`src/sv/apsc_pkg.sv`:
```
// Shared types, constants and lookup tables for the sample-playback channel.
// Used by every module of the channel but apsc_state_ram; depends on nothing else.
`default_nettype none

package apsc_pkg;

  localparam int ADDR_W       = 29;
  localparam int ALIGN_W      = 6;
  localparam int SAMPLE_W     = 12;
  localparam int STEP_POS_W   = 7;
  localparam int STEP_W       = 15;
  localparam int PERIOD_W     = 8;
  localparam int ROM_SIZE_W   = 30;
  localparam int OUT_W        = 15;
  localparam int OUT_SHIFT    = 3;
  localparam int CFG_INDEX_W  = 2;
  localparam int BYTE_W       = 8;

  localparam logic [PERIOD_W-1:0]        PERIOD_RESET   = 8'h6F;
  localparam logic [ROM_SIZE_W-1:0]      ROM_SIZE_RESET = 30'd4194304;
  localparam logic [STEP_POS_W-1:0]      STEP_POS_MAX   = 7'd88;
  localparam logic signed [SAMPLE_W-1:0] PRED_MAX       = 12'sd2047;
  localparam logic signed [SAMPLE_W-1:0] PRED_MIN       = -12'sd2048;
  localparam logic [BYTE_W-1:0]          END_BYTE       = 8'hFF;
  localparam logic [BYTE_W-1:0]          ZERO_BYTE      = 8'h00;

  localparam logic [CFG_INDEX_W-1:0] REG_SAMPLE_PERIOD = 2'd0;
  localparam logic [CFG_INDEX_W-1:0] REG_ROM_SIZE      = 2'd1;

  typedef enum logic [1:0] {
    OP_START = 2'd0,
    OP_STOP  = 2'd1,
    OP_TICK  = 2'd2,
    OP_NONE  = 2'd3
  } op_t;

  typedef struct packed {
    logic [PERIOD_W-1:0]        tick_count;
    logic [ADDR_W-1:0]          read_address;
    logic                       playing;
    logic                       adpcm;
    logic signed [SAMPLE_W-1:0] predictor;
    logic [STEP_POS_W-1:0]      step_pos;
    logic                       low_nibble;
    logic signed [SAMPLE_W-1:0] sample;
  } chan_state_t;

  localparam int STATE_W = $bits(chan_state_t);

  typedef struct packed {
    op_t               op;
    logic              adpcm_mode;
    logic [ADDR_W-1:0] start_address;
    logic [BYTE_W-1:0] b0;
    logic [BYTE_W-1:0] b1;
    logic [BYTE_W-1:0] b2;
  } item_t;

  typedef struct packed {
    logic              start;
    logic [ADDR_W-1:0] value;
  } mod_req_t;

  typedef struct packed {
    logic              done;
    logic [ADDR_W-1:0] result;
  } mod_rsp_t;

  function automatic logic [STEP_W-1:0] step_size(input logic [STEP_POS_W-1:0] pos);
    logic [STEP_W-1:0] s;
    unique case (pos)
      7'd0:  s = 15'd7;     7'd1:  s = 15'd8;     7'd2:  s = 15'd9;     7'd3:  s = 15'd10;
      7'd4:  s = 15'd11;    7'd5:  s = 15'd12;    7'd6:  s = 15'd13;    7'd7:  s = 15'd14;
      7'd8:  s = 15'd16;    7'd9:  s = 15'd17;    7'd10: s = 15'd19;    7'd11: s = 15'd21;
      7'd12: s = 15'd23;    7'd13: s = 15'd25;    7'd14: s = 15'd28;    7'd15: s = 15'd31;
      7'd16: s = 15'd34;    7'd17: s = 15'd37;    7'd18: s = 15'd41;    7'd19: s = 15'd45;
      7'd20: s = 15'd50;    7'd21: s = 15'd55;    7'd22: s = 15'd60;    7'd23: s = 15'd66;
      7'd24: s = 15'd73;    7'd25: s = 15'd80;    7'd26: s = 15'd88;    7'd27: s = 15'd97;
      7'd28: s = 15'd107;   7'd29: s = 15'd118;   7'd30: s = 15'd130;   7'd31: s = 15'd143;
      7'd32: s = 15'd157;   7'd33: s = 15'd173;   7'd34: s = 15'd190;   7'd35: s = 15'd209;
      7'd36: s = 15'd230;   7'd37: s = 15'd253;   7'd38: s = 15'd279;   7'd39: s = 15'd307;
      7'd40: s = 15'd337;   7'd41: s = 15'd371;   7'd42: s = 15'd408;   7'd43: s = 15'd449;
      7'd44: s = 15'd494;   7'd45: s = 15'd544;   7'd46: s = 15'd598;   7'd47: s = 15'd658;
      7'd48: s = 15'd724;   7'd49: s = 15'd796;   7'd50: s = 15'd876;   7'd51: s = 15'd963;
      7'd52: s = 15'd1060;  7'd53: s = 15'd1166;  7'd54: s = 15'd1282;  7'd55: s = 15'd1411;
      7'd56: s = 15'd1552;  7'd57: s = 15'd1707;  7'd58: s = 15'd1878;  7'd59: s = 15'd2066;
      7'd60: s = 15'd2272;  7'd61: s = 15'd2499;  7'd62: s = 15'd2749;  7'd63: s = 15'd3024;
      7'd64: s = 15'd3327;  7'd65: s = 15'd3660;  7'd66: s = 15'd4026;  7'd67: s = 15'd4428;
      7'd68: s = 15'd4871;  7'd69: s = 15'd5358;  7'd70: s = 15'd5894;  7'd71: s = 15'd6484;
      7'd72: s = 15'd7132;  7'd73: s = 15'd7845;  7'd74: s = 15'd8630;  7'd75: s = 15'd9493;
      7'd76: s = 15'd10442; 7'd77: s = 15'd11487; 7'd78: s = 15'd12635; 7'd79: s = 15'd13899;
      7'd80: s = 15'd15289; 7'd81: s = 15'd16818; 7'd82: s = 15'd18500; 7'd83: s = 15'd20350;
      7'd84: s = 15'd22385; 7'd85: s = 15'd24623; 7'd86: s = 15'd27086; 7'd87: s = 15'd29794;
      default: s = 15'd32767;
    endcase
    return s;
  endfunction

  function automatic logic signed [3:0] index_adjust(input logic [2:0] code);
    logic signed [3:0] a;
    unique case (code)
      3'd4:    a = 4'sd1;
      3'd5:    a = 4'sd2;
      3'd6:    a = 4'sd4;
      3'd7:    a = 4'sd6;
      default: a = -4'sd1;
    endcase
    return a;
  endfunction

endpackage

`default_nettype wire

```
`src/sv/apsc_state_ram.sv`:
```
// Single-entry channel state memory with a registered read port.
// Generic over width; an entry that was never written reads as zero.
`default_nettype none

module apsc_state_ram #(
  parameter int WIDTH = 8
) (
  input  wire logic             clk,
  input  wire logic             rst,
  input  wire logic             we,
  input  wire logic [WIDTH-1:0] wdata,
  input  wire logic             re,
  output logic      [WIDTH-1:0] rdata
);

  logic [WIDTH-1:0] mem [0:0];
  logic             written;
  logic             rd_valid;
  logic [WIDTH-1:0] rd_data;

  always_ff @(posedge clk) begin
    if (we) begin
      mem[0] <= wdata;
    end
    if (re) begin
      rd_data <= mem[0];
    end
  end

  always_ff @(posedge clk) begin
    if (rst) begin
      written  <= 1'b0;
      rd_valid <= 1'b0;
    end else begin
      if (we) begin
        written <= 1'b1;
      end
      if (re) begin
        rd_valid <= written;
      end
    end
  end

  assign rdata = rd_valid ? rd_data : '0;

endmodule

`default_nettype wire

```
`src/sv/apsc_addr_mod.sv`:
```
// Address reduction unit: remainder of an address by the ROM size.
// Radix-2 restoring remainder, one bit per cycle; uses apsc_pkg.
`default_nettype none

module apsc_addr_mod (
  input  wire logic                                 clk,
  input  wire logic                                 rst,
  input  wire apsc_pkg::mod_req_t                   req,
  input  wire logic [apsc_pkg::ROM_SIZE_W-1:0]      modulus,
  output apsc_pkg::mod_rsp_t                        rsp
);

  import apsc_pkg::*;

  localparam int CNT_W = $clog2(ADDR_W + 1);

  logic                  busy;
  logic                  done;
  logic [CNT_W-1:0]      cnt;
  logic [ADDR_W-1:0]     val;
  logic [ADDR_W-1:0]     rem;
  logic [ADDR_W-1:0]     rem_next;
  logic [ROM_SIZE_W-1:0] shifted;
  logic [ROM_SIZE_W-1:0] diff;
  logic                  fits;

  assign fits    = {1'b0, req.value} < modulus;
  assign shifted = {rem, val[ADDR_W-1]};
  assign diff    = shifted - modulus;

  always_comb begin
    if (shifted >= modulus) begin
      rem_next = diff[ADDR_W-1:0];
    end else begin
      rem_next = shifted[ADDR_W-1:0];
    end
  end

  always_ff @(posedge clk) begin
    if (rst) begin
      busy <= 1'b0;
      done <= 1'b0;
    end else begin
      done <= 1'b0;
      if (req.start) begin
        busy <= !fits;
        done <= fits;
      end else if (busy && cnt == CNT_W'(1)) begin
        busy <= 1'b0;
        done <= 1'b1;
      end
    end
  end

  always_ff @(posedge clk) begin
    if (req.start) begin
      val <= req.value;
      cnt <= CNT_W'(ADDR_W);
      if (fits) begin
        rem <= req.value;
      end else begin
        rem <= '0;
      end
    end else if (busy) begin
      val <= {val[ADDR_W-2:0], 1'b0};
      cnt <= cnt - CNT_W'(1);
      rem <= rem_next;
    end
  end

  assign rsp.done   = done;
  assign rsp.result = rem;

endmodule

`default_nettype wire

```
`src/sv/apsc_decode.sv`:
```
// Next-state logic for one transaction: start, stop, tick and element decode.
// Combinational; uses apsc_pkg for the state record and the ADPCM tables.
`default_nettype none

module apsc_decode (
  input  wire apsc_pkg::chan_state_t              cur,
  input  wire apsc_pkg::item_t                    item,
  input  wire logic [apsc_pkg::ADDR_W-1:0]        red_addr,
  input  wire logic [apsc_pkg::PERIOD_W-1:0]      sample_period,
  output apsc_pkg::chan_state_t                   nxt,
  output logic                                    did
);

  import apsc_pkg::*;

  logic [STEP_POS_W-1:0]      pos_c;
  logic [STEP_W-1:0]          step;
  logic [3:0]                 nib;
  logic [STEP_W:0]            mag;
  logic signed [SAMPLE_W+5:0] sum;
  logic signed [SAMPLE_W-1:0] pred_sat;
  logic signed [BYTE_W-1:0]   pos;
  logic [STEP_POS_W-1:0]      pos_next;
  logic                       adpcm_end;

  assign pos_c     = (cur.step_pos > STEP_POS_MAX) ? STEP_POS_MAX : cur.step_pos;
  assign step      = step_size(pos_c);
  assign nib       = cur.low_nibble ? item.b0[3:0] : item.b0[7:4];
  assign adpcm_end = (item.b0 == ZERO_BYTE) && (item.b1 == ZERO_BYTE) && (item.b2 == END_BYTE);

  always_comb begin
    mag = 16'(step >> 3);
    if (nib[2]) mag = mag + 16'(step);
    if (nib[1]) mag = mag + 16'(step >> 1);
    if (nib[0]) mag = mag + 16'(step >> 2);
    if (nib[3]) begin
      sum = 18'(cur.predictor) - $signed({2'b00, mag});
    end else begin
      sum = 18'(cur.predictor) + $signed({2'b00, mag});
    end
    if (sum > 18'(PRED_MAX)) begin
      pred_sat = PRED_MAX;
    end else if (sum < 18'(PRED_MIN)) begin
      pred_sat = PRED_MIN;
    end else begin
      pred_sat = sum[SAMPLE_W-1:0];
    end
    pos = $signed({1'b0, pos_c}) + 8'(index_adjust(nib[2:0]));
    if (pos < 8'sd0) begin
      pos_next = '0;
    end else if (pos > $signed({1'b0, STEP_POS_MAX})) begin
      pos_next = STEP_POS_MAX;
    end else begin
      pos_next = pos[STEP_POS_W-1:0];
    end
  end

  always_comb begin
    nxt = cur;
    did = 1'b0;
    unique case (item.op)
      OP_START: begin
        nxt.adpcm = item.adpcm_mode;
        if (item.adpcm_mode) begin
          nxt.predictor  = '0;
          nxt.step_pos   = '0;
          nxt.low_nibble = 1'b0;
        end
        nxt.sample       = '0;
        nxt.tick_count   = '0;
        nxt.read_address = {item.start_address[ADDR_W-1:ALIGN_W], ALIGN_W'(0)};
        nxt.playing      = 1'b1;
      end
      OP_STOP: begin
        nxt.sample     = '0;
        nxt.tick_count = '0;
        nxt.playing    = 1'b0;
        did            = 1'b1;
      end
      OP_TICK: begin
        if (cur.playing) begin
          if (cur.tick_count == '0) begin
            did = 1'b1;
            nxt.read_address = red_addr;
            if (cur.adpcm) begin
              if (adpcm_end) begin
                nxt.sample  = '0;
                nxt.playing = 1'b0;
              end else begin
                if (cur.low_nibble) begin
                  nxt.read_address = red_addr + ADDR_W'(1);
                end
                nxt.low_nibble = !cur.low_nibble;
                nxt.predictor  = pred_sat;
                nxt.sample     = pred_sat;
                nxt.step_pos   = pos_next;
              end
            end else begin
              nxt.read_address = red_addr + ADDR_W'(1);
              if (item.b0 == END_BYTE) begin
                nxt.sample  = '0;
                nxt.playing = 1'b0;
              end else begin
                nxt.sample = {~item.b0[7], item.b0[6:0], 4'b0000};
              end
            end
            if (nxt.playing) begin
              nxt.tick_count = sample_period - PERIOD_W'(1);
            end else begin
              nxt.tick_count = '0;
            end
          end else begin
            nxt.tick_count = cur.tick_count - PERIOD_W'(1);
          end
        end
      end
      OP_NONE: begin
        did = 1'b0;
      end
    endcase
  end

endmodule

`default_nettype wire

```
`src/sv/adpcm_pcm_sample_channel.sv`:
```
// A transaction reduces the stored fetch address, decodes, reduces the new fetch address and
// writes its result; an address below rom_size leaves the bit-serial remainder unit at once.
// One transaction is in flight at a time; the result register is loaded once result_stall
// frees it, and the next transaction is taken in the cycle after that load at the earliest.
// Synchronous active-high reset clears the channel state, the registers return to
// sample_period 111 and rom_size 4194304, and no result is pending.
`default_nettype none

module adpcm_pcm_sample_channel (
  input  wire logic                                   clk,
  input  wire logic                                   rst,
  input  wire logic                                   item_valid,
  output logic                                        item_stall,
  input  wire logic [1:0]                             op,
  input  wire logic                                   adpcm_mode,
  input  wire logic [apsc_pkg::ADDR_W-1:0]            start_address,
  input  wire logic [apsc_pkg::BYTE_W-1:0]            rom_byte0,
  input  wire logic [apsc_pkg::BYTE_W-1:0]            rom_byte1,
  input  wire logic [apsc_pkg::BYTE_W-1:0]            rom_byte2,
  output logic                                        result_valid,
  input  wire logic                                   result_stall,
  output logic signed [apsc_pkg::OUT_W-1:0]           sample_out,
  output logic                                        is_playing,
  output logic [apsc_pkg::ADDR_W-1:0]                 fetch_address,
  output logic                                        decoded,
  input  wire logic                                   cfg_valid,
  output logic                                        cfg_ready,
  input  wire logic [apsc_pkg::CFG_INDEX_W-1:0]       cfg_index,
  input  wire logic [apsc_pkg::ROM_SIZE_W-1:0]        cfg_data
);

  import apsc_pkg::*;

  typedef enum logic [5:0] {
    S_IDLE    = 6'b000001,
    S_LOAD    = 6'b000010,
    S_MOD_OLD = 6'b000100,
    S_EXEC    = 6'b001000,
    S_MOD_NEW = 6'b010000,
    S_WRITE   = 6'b100000
  } state_t;

  state_t                state;
  state_t                state_next;
  logic [PERIOD_W-1:0]   sample_period;
  logic [ROM_SIZE_W-1:0] rom_size;
  item_t                 item;
  chan_state_t           cur;
  chan_state_t           ram_q;
  chan_state_t           dec_next;
  logic                  dec_did;
  logic                  did;
  mod_req_t              mod_req;
  mod_rsp_t              mod_rsp;
  logic                  item_take;
  logic                  out_free;
  logic                  out_load;

  assign item_stall = (state != S_IDLE);
  assign item_take  = item_valid && !item_stall;
  assign out_free   = !result_valid || !result_stall;
  assign out_load   = (state == S_WRITE) && out_free;
  assign cfg_ready  = 1'b1;

  always_ff @(posedge clk) begin
    if (rst) begin
      sample_period <= PERIOD_RESET;
      rom_size      <= ROM_SIZE_RESET;
    end else if (cfg_valid && cfg_ready) begin
      if (cfg_index == REG_SAMPLE_PERIOD && cfg_data[PERIOD_W-1:0] != '0) begin
        sample_period <= cfg_data[PERIOD_W-1:0];
      end
      if (cfg_index == REG_ROM_SIZE && cfg_data != '0) begin
        rom_size <= cfg_data;
      end
    end
  end

  apsc_state_ram #(
    .WIDTH (STATE_W)
  ) u_state_ram (
    .clk   (clk),
    .rst   (rst),
    .we    (out_load),
    .wdata (cur),
    .re    (item_take),
    .rdata (ram_q)
  );

  always_comb begin
    mod_req.start = (state == S_LOAD) || (state == S_EXEC);
    if (state == S_LOAD) begin
      mod_req.value = ram_q.read_address;
    end else begin
      mod_req.value = dec_next.read_address;
    end
  end

  apsc_addr_mod u_addr_mod (
    .clk     (clk),
    .rst     (rst),
    .req     (mod_req),
    .modulus (rom_size),
    .rsp     (mod_rsp)
  );

  apsc_decode u_decode (
    .cur           (cur),
    .item          (item),
    .red_addr      (mod_rsp.result),
    .sample_period (sample_period),
    .nxt           (dec_next),
    .did           (dec_did)
  );

  always_comb begin
    state_next = state;
    unique case (state)
      S_IDLE:    if (item_take) state_next = S_LOAD;
      S_LOAD:    state_next = S_MOD_OLD;
      S_MOD_OLD: if (mod_rsp.done) state_next = S_EXEC;
      S_EXEC:    state_next = S_MOD_NEW;
      S_MOD_NEW: if (mod_rsp.done) state_next = S_WRITE;
      S_WRITE:   if (out_free) state_next = S_IDLE;
      default:   state_next = S_IDLE;
    endcase
  end

  always_ff @(posedge clk) begin
    if (rst) begin
      state        <= S_IDLE;
      result_valid <= 1'b0;
    end else begin
      state <= state_next;
      if (out_load) begin
        result_valid <= 1'b1;
      end else if (!result_stall) begin
        result_valid <= 1'b0;
      end
    end
  end

  always_ff @(posedge clk) begin
    if (item_take) begin
      item.op            <= op_t'(op);
      item.adpcm_mode    <= adpcm_mode;
      item.start_address <= start_address;
      item.b0            <= rom_byte0;
      item.b1            <= rom_byte1;
      item.b2            <= rom_byte2;
    end
    if (state == S_LOAD) begin
      cur <= ram_q;
    end else if (state == S_EXEC) begin
      cur <= dec_next;
      did <= dec_did;
    end
    if (out_load) begin
      sample_out    <= {cur.sample, OUT_SHIFT'(0)};
      is_playing    <= cur.playing;
      fetch_address <= mod_rsp.result;
      decoded       <= did;
    end
  end

endmodule

`default_nettype wire

```
`config.mk`:
```
export PLATFORM = sky130hd
export DESIGN_NAME = adpcm_pcm_sample_channel
export DESIGN_NICKNAME = d
export VERILOG_FILES = /design/src/sv/apsc_pkg.sv /design/src/sv/apsc_state_ram.sv /design/src/sv/apsc_addr_mod.sv /design/src/sv/apsc_decode.sv /design/src/sv/adpcm_pcm_sample_channel.sv
export SDC_FILE = /design/constraint.sdc
export NUM_CORES = 1
export LEC_CHECK = 0
export ABC_AREA = 1
export BUFFER_PORTS_ARGS = -buffer_cell sky130_fd_sc_hd__buf_2
export CORE_ASPECT_RATIO = 1.5
export CORE_MARGIN = 2
export CORE_UTILIZATION = 52
export CTS_CLUSTER_SIZE = 28
export DETAILED_ROUTE_END_ITERATION = 10
export MAX_ROUTING_LAYER = met4
export PLACE_DENSITY = 0.7
export SYNTH_ARGS = -nofsm -noshare
export SYNTH_HDL_FRONTEND = slang
export SYNTH_SLANG_ARGS = --single-unit
```
`constraint.sdc`:
```
create_clock -name clk -period 10.25 [get_ports clk]
set_input_delay 2.05 -clock clk [delete_from_list [all_inputs] [get_ports clk]]
set_output_delay 2.05 -clock clk [all_outputs]
set_load 0.005 [all_outputs]
```
After elaboration in Yosys (flattened, before gate mapping)
Memory sizes are Yosys's and may differ from the RTL's. A register that Yosys moved wholly into a read port is not among the register bits.
Cells that the tools add are included.
Operators by class
  add/sub/neg operators: 11
  magnitude comparators: 7
  equality and inequality tests: 27
  mux-type cells: 63
  bitwise gates (word level): 2
  reduce and logical (&&, ||, !) cells: 38
Operators with widths (number)
  29-bit two-way mux: 9
  71-bit two-way mux: 3
  30-bit two-way mux: 5
  32-bit two-way mux: 2
  12-bit two-way mux: 5
  20-bit two-way mux: 3
  29-bit one-hot mux with 2 select lines: 1
  16-bit two-way mux: 3
  20-bit one-hot mux with 2 select lines: 1
  38-bit two-way mux: 1
  6-bit one-hot mux with 6 select lines: 1
  30-bit >= comparator: 1
  29-bit by 30-bit less-than comparator with 1-bit output: 1
  30-bit nonzero test: 1
  29-bit by 1-bit adder with 29-bit output (second input constant): 1
  29-bit subtractor: 1
  8-bit zero test: 3
  6-bit two-way mux: 4
  12-bit one-hot mux with 2 select lines: 1
  7-bit two-way mux: 3
  12-bit by 17-bit adder with 18-bit output: 1
  18-bit by 12-bit > comparator with 1-bit output (second input constant): 1
  18-bit by 12-bit less-than comparator with 1-bit output (second input constant): 1
  18-bit two-way mux: 1
  other kinds (47): 94
Storage, ports and cells
  bits in registers: 283
  bits in writable memories: 71
  ROM bits: 1920
  bits of input ports: 93
  output and inout port bits: 49
  word-level logic and storage cells: 180
  memories: 2
Memory list
  (no name shown): words 128, width 15, read ports 1, clocked after Yosys merged registers in 0, write ports 0, RTL line apsc_pkg.sv:71  | unique case (pos)
  u_state_ram.mem: words 1, width 71, read ports 1, clocked after Yosys merged registers in 1, write ports 1, RTL line apsc_state_ram.sv:16  | logic [WIDTH-1:0] mem [0:0];

Depth between registers and ports, before layout
An unclocked memory read counts as a cell.
  word-level depth: 21
  mapped depth: 65
  depth with buffers taken out: 63

By module
Synthesis repeated with hierarchy kept, for this count alone.
Unflattened totals
  cells, all modules: 3565
  area, all modules: 28202.0 µm²
By module, submodules not included
  apsc_decode: times used 1, cells an instance 1613, area an instance 8767.2 µm², seq. area each 0.0 µm²
  adpcm_pcm_sample_channel: times used 1, cells an instance 734, area an instance 8230.4 µm², seq. area each 6035.8 µm²
  apsc_addr_mod: times used 1, cells an instance 916, area an instance 6247.2 µm², seq. area each 1881.8 µm²
  apsc_state_ram: times used 1, cells an instance 302, area an instance 4957.3 µm², seq. area each 4304.1 µm²

Least setup slack after synthesis
No wires, ideal clock.
  path type: register to register
  start: register, netlist name cur[16]
  end: register, netlist name cur[3]
  setup time: 252 ps
  arrival: 8589 ps
  required time: 9998 ps
  setup slack: 1409 ps
  cell stages (with the launch flop): 64
  path buffers: 2
  clock period less this slack: 8841 ps
  cells stage by stage: edfxtp_1 -> buf_6 -> nand2_4 -> clkinv_2 -> nand3_1 -> nand2_4 -> nand2_1 -> ha_1 -> inv_1 -> ha_1 -> nand2_1 -> nand4_1 -> o211ai_1 -> a21oi_1 -> nor2_1 -> ha_1 -> a21oi_1 -> nand2_1 -> [... 28 more ...] -> nand2_1 -> o21ai_0 -> xor2_1 -> ha_1 -> inv_1 -> nor3_1 -> nor3b_1 -> nand4_1 -> nand3_1 -> xor2_1 -> inv_1 -> nand3_2 -> nand2_2 -> nand2_4 -> buf_6 -> nand2_2 -> nand2_1 -> nand2_1
Between the ends
  cells in the longest elaborated chain, start to end: 21
  elaborated cells on any way between the ends: 23
  classes of those cells: 5 x add/sub; 3 x order compare; 14 x mux; 1 x memory
RTL lines
  7-bit > comparator: RTL line apsc_decode.sv:26  | assign pos_c = (cur.step_pos > STEP_POS_MAX) ? STEP_POS_MAX : cur.step_pos;
  7-bit two-way mux (*): RTL line apsc_decode.sv:26
  memory read 128 x 15 bit (*)
  12-bit by 15-bit adder with 16-bit output: RTL line apsc_decode.sv:33  | if (nib[2]) mag = mag + 16'(step);
  16-bit two-way mux: RTL line apsc_decode.sv:33
  16-bit by 14-bit adder with 16-bit output: RTL line apsc_decode.sv:34  | if (nib[1]) mag = mag + 16'(step >> 1);
  16-bit two-way mux: RTL line apsc_decode.sv:34
  16-bit by 13-bit adder with 16-bit output: RTL line apsc_decode.sv:35  | if (nib[0]) mag = mag + 16'(step >> 2);
  [... 5 more ...]
  12-bit two-way mux (*): RTL line apsc_decode.sv:41  | if (sum > 18'(PRED_MAX)) begin
  12-bit two-way mux (*): RTL line apsc_decode.sv:86  | if (adpcm_end) begin
  12-bit two-way mux (*): RTL line apsc_decode.sv:85  | if (cur.adpcm) begin
  32-bit two-way mux (*): RTL line apsc_decode.sv:82  | if (cur.tick_count == '0) begin
  32-bit two-way mux (*): RTL line apsc_decode.sv:81  | if (cur.playing) begin
  12-bit one-hot mux with 2 select lines (*): RTL line apsc_decode.sv:61  | unique case (item.op)
  71-bit two-way mux (*): RTL line adpcm_pcm_sample_channel.sv:154  | end else if (state == S_EXEC) begin
  71-bit two-way mux (*): RTL line adpcm_pcm_sample_channel.sv:152  | if (state == S_LOAD) begin
Every way passes the cells marked *; elsewhere a longest branch is shown, timed or not. The select of a mux whose other input is x is not followed.
A chain may end at the register's enable or synchronous reset.

Final worst setup path
  start: register, netlist name cur[18]
  end: register, netlist name cur[11]
Between the ends
  cells in the longest elaborated chain, start to end: 21
  elaborated cells on any way between the ends: 23
  classes of those cells: 5 x add/sub; 3 x order compare; 14 x mux; 1 x memory
RTL lines (RTL line)
  7-bit > comparator: apsc_decode.sv:26
  7-bit two-way mux (*): apsc_decode.sv:26
  memory read 128 x 15 bit (*)
  12-bit by 15-bit adder with 16-bit output: apsc_decode.sv:33
  16-bit two-way mux: apsc_decode.sv:33
  16-bit by 14-bit adder with 16-bit output: apsc_decode.sv:34
  16-bit two-way mux: apsc_decode.sv:34
  16-bit by 13-bit adder with 16-bit output: apsc_decode.sv:35
  [... 5 more ...]
  12-bit two-way mux (*): apsc_decode.sv:41
  12-bit two-way mux (*): apsc_decode.sv:86
  12-bit two-way mux (*): apsc_decode.sv:85
  32-bit two-way mux (*): apsc_decode.sv:82
  32-bit two-way mux (*): apsc_decode.sv:81
  12-bit one-hot mux with 2 select lines (*): apsc_decode.sv:61
  71-bit two-way mux (*): adpcm_pcm_sample_channel.sv:154
  71-bit two-way mux (*): adpcm_pcm_sample_channel.sv:152
Marked as above.

==> impl_metrics.json <==
{
  "period_minus_slack_ps": 9536,
  "ant_nets": 0,
  "dr.pass1.iters": 5,
  "synth_top_area_frac": 0.4338,
  "hpwl_um": 54450,
  "ys.flop_type": "edfxtp_1",
  "placed_cell_area_um2": 26540,
  "slew_headroom": 0.2452,
  "routedLengthMet1_um": 26670,
  "r2r_setup_slack_ps": 710,
  "worstHoldPathType": "reg -> reg",
  "comb_power_share": 0.527,
  "critPathLaunchType": "flop",
  "drive_above_1_share": 0.1427,
  "setup_viol": 0,
  "syn2layout_area_growth_pct": 14.92,
  "vias_per_cell": 5.795,
  "synthTopCellsByArea": "edfxtp_1, nand2_1, ha_1",
  "layout_common_cells": "nand2_1, edfxtp_1, inv_1",
  "clock-sinks": 406,
  "syn_inst": 2781,
  "critPathArrivalTime_ps": 9850,
  "hold_violations": 0,
  "wl_per_cell_um": 20.11,
  "worst_path_most_repeated_cell": "nand2_1",
  "timing.fmax_ghz": 0.1049,
  "track_usage": 0.3055,
  "initial_utilization": 0.5242,
  "finClkSkew_ps": 40.52,
  "switching_power_uw": 3866,
  "pwr-share-clk": 0.176,
  "seq_power_share": 0.297,
  "die_x_um": 180.8,
  "grt_pass1_vias": 21511,
  "clock_latency_ps": 570,
  "cts-htree-levels": 2,
  "synth_area_um2": 24370,
  "globalplace.congestion": 0.9868,
  "cts_buffers": 41,
  "pwr_density_cell_nw_per_um2": 318.7,
  "antennaDiodeCount": 0,
  "grt_overflow": 0,
  "synth-edff-count": 352,
  "grt_antenna_before_repair": 0,
  "switching_share": 0.4333,
  "fin_nets": 3266,
  "highest-signal-layer": "met4",
  "pin_count": 142,
  "cap_violations": 0,
  "cts_buffer_depth": 3,
  "cpPeakStageDelay_ps": 420,
  "rows": 97,
  "fill_cells": 4038,
  "synth_top_area_cell": "edfxtp_1",
  "wl_met2_um": 38640,
  "die-area_um2": 48640,
  "cp_slowest_cell": "edfxtp_1",
  "wl_met3_um": 3291,
  "cp_max_fo": 6,
  "yosysSeqAreaShare": 0.4782,
  "async_flop_share": 0,
  "grt_pass1_wl_um": 113700,
  "cts_root_buffer": "clkbuf_16",
  "endpoint_kind": "flop",
  "power_uw": 8923,
  "syn_area_per_cell_um2": 8.762,
  "crit_required_ps": 10560,
  "fin_area_um2": 28000,
  "cts_tree": "built",
  "ys_ff_latch": 406,
  "grt_max_degree": 81,
  "rsz0062_at_grt": "no",
  "internal_power_uw": 5057,
  "status": "finished, final reports clean",
  "finalCritPeriodShare": 0.9304,
  "drc": 0,
  "core-area_um2": 46480,
  "multi_input_area_um2": 11340,
  "vias": 21110,
  "die_h_um": 269.1,
  "p_leak_uw": 0.01185,
  "drtIter0Drc": 1536,
  "seqCellArea_um2": 11650,
  "path_class": "reg -> reg",
  "portBuffers": 131,
  "drt-total-wl_um": 73250,
  "worst_slew_pin_slew_ps": 1131,
  "clk_pin_slew_ps": 60,
  "setup_tns_ps": 0,
  "ys_warn_count": 0,
  "layout_commonest_cell": "nand2_1",
  "drv_slew": 0,
  "yosys.cell_types.count": 62,
  "max-vdd-ir-drop_v": 0.0002107
}
logic make-up after synthesis:
| logic type | share of synthesized area |
|---|---|
| flip-flops | 0.4782 |
| other | 0.0003082 |
| AO/OA/AOI/OAI | 0.1385 |
| XOR/XNOR | 0.03846 |
| multiplexers | 0.0004621 |
| buffers and inverters | 0.06121 |
| AND/OR/NAND/NOR | 0.2025 |
| adder cells (fa/ha/maj) | 0.08041 |
critical path, delay by kind of cell, from the launching register on:
| family | cells | cell delay, ps |
|---|---|---|
| buffers and inverters | 11 | 1360 |
| adder cells (fa/ha/maj) | 6 | 1980 |
| AND/OR/NAND/NOR | 26 | 2800 |
| AO/OA/AOI/OAI | 12 | 2020 |
| flip-flops | 1 | 420 |
| XOR/XNOR | 4 | 670 |
cell type report:
cell class,count,share of cell area
well taps,594,0.02654
multi-input cells,2016,0.4051
clock buffers,48,0.03910
inverters,257,0.03450
flip-flops and latches,406,0.4161
repair buffers,298,0.06819
clock inverters,24,0.01046
final timing paths:
path	start	to	depth (start not counted)
max	cur[18]	cur[11]	59
min	u_state_ram.mem[0][15]	u_state_ram.rd_data[15]	0
max reg2reg	cur[18]	cur[11]	59
min reg2reg	u_state_ram.mem[0][15]	u_state_ram.rd_data[15]	0
cells in the mapped netlist (6+ instances only):
cell,number
clkbuf_1,55
nand3_1,166
o21ai_0,213
nor3_1,27
nand2_2,10
nor4_1,17
inv_2,7
buf_6,6
fa_1,6
nand2_4,7
dfxtp_1,54
edfxtp_1,352
a211oi_1,9
or2_2,14
buf_1,9
o31ai_1,13
xnor2_1,41
a21o_1,18
buf_2,15
a22oi_1,19
o21ai_1,8
xor2_1,66
nand4_1,43
a31oi_1,11
inv_1,245
ha_1,147
a21oi_1,238
o21bai_1,7
nand2_1,659
o211ai_1,22
buf_4,19
nor2_1,186
layer usage:
| layer | vias to the layer above | track usage |
|---|---|---|
| met5 | - | - |
| met4 | 0 | 0.1761 |
| met3 | 245 | 0.02796 |
| met2 | 756 | 0.5578 |
| met1 | 10030 | 0.3182 |
| li1 | 10079 | - |
flip-flops by register name, summed over array words and instances (netlist names), 5 cells and up:
register,flops
fetch_address,29
cur,71
u_addr_mod.rem,29
u_state_ram.mem,60
sample_period,8
item,50
u_addr_mod.val,29
u_addr_mod.cnt,5
rom_size,30
state,6
u_state_ram.rd_data,71
sample_out,11
repair_timing:
| action | CTS | global route |
|---|---|---|
| buffers inserted | 0 | 2 |
| resized for setup | 0 | 16 |
| setup endpoints to repair | 0 | 24 |
| hold buffers | 0 | 0 |
power groups by stage:
stage	Sequential, uW	Combinational (uW)	Clock [uW]
floorplan	2640	3150	0
global placement	2660	4460	0
detailed placement	2670	4590	0
CTS	2650	4630	1590
global route	2690	5240	1650
finish	2650	4700	1570
per-stage QoR:
step | utilization | instances | hold WS (ps) | setup slack [ps]
after floorplan | - | 2783 | 400.3 | 1409
after global placement | 0.5709 | 3569 | 401.6 | 535.8
after detailed placement | 0.5709 | 3569 | 404.5 | 382.3
after CTS | 0.6008 | 3641 | 390.0 | 310.9
after global routing | 0.6024 | 3643 | 398.5 | 1.979
final | 0.6024 | 3643 | 390.8 | 713.7
(Power assumes the default switching activity.)
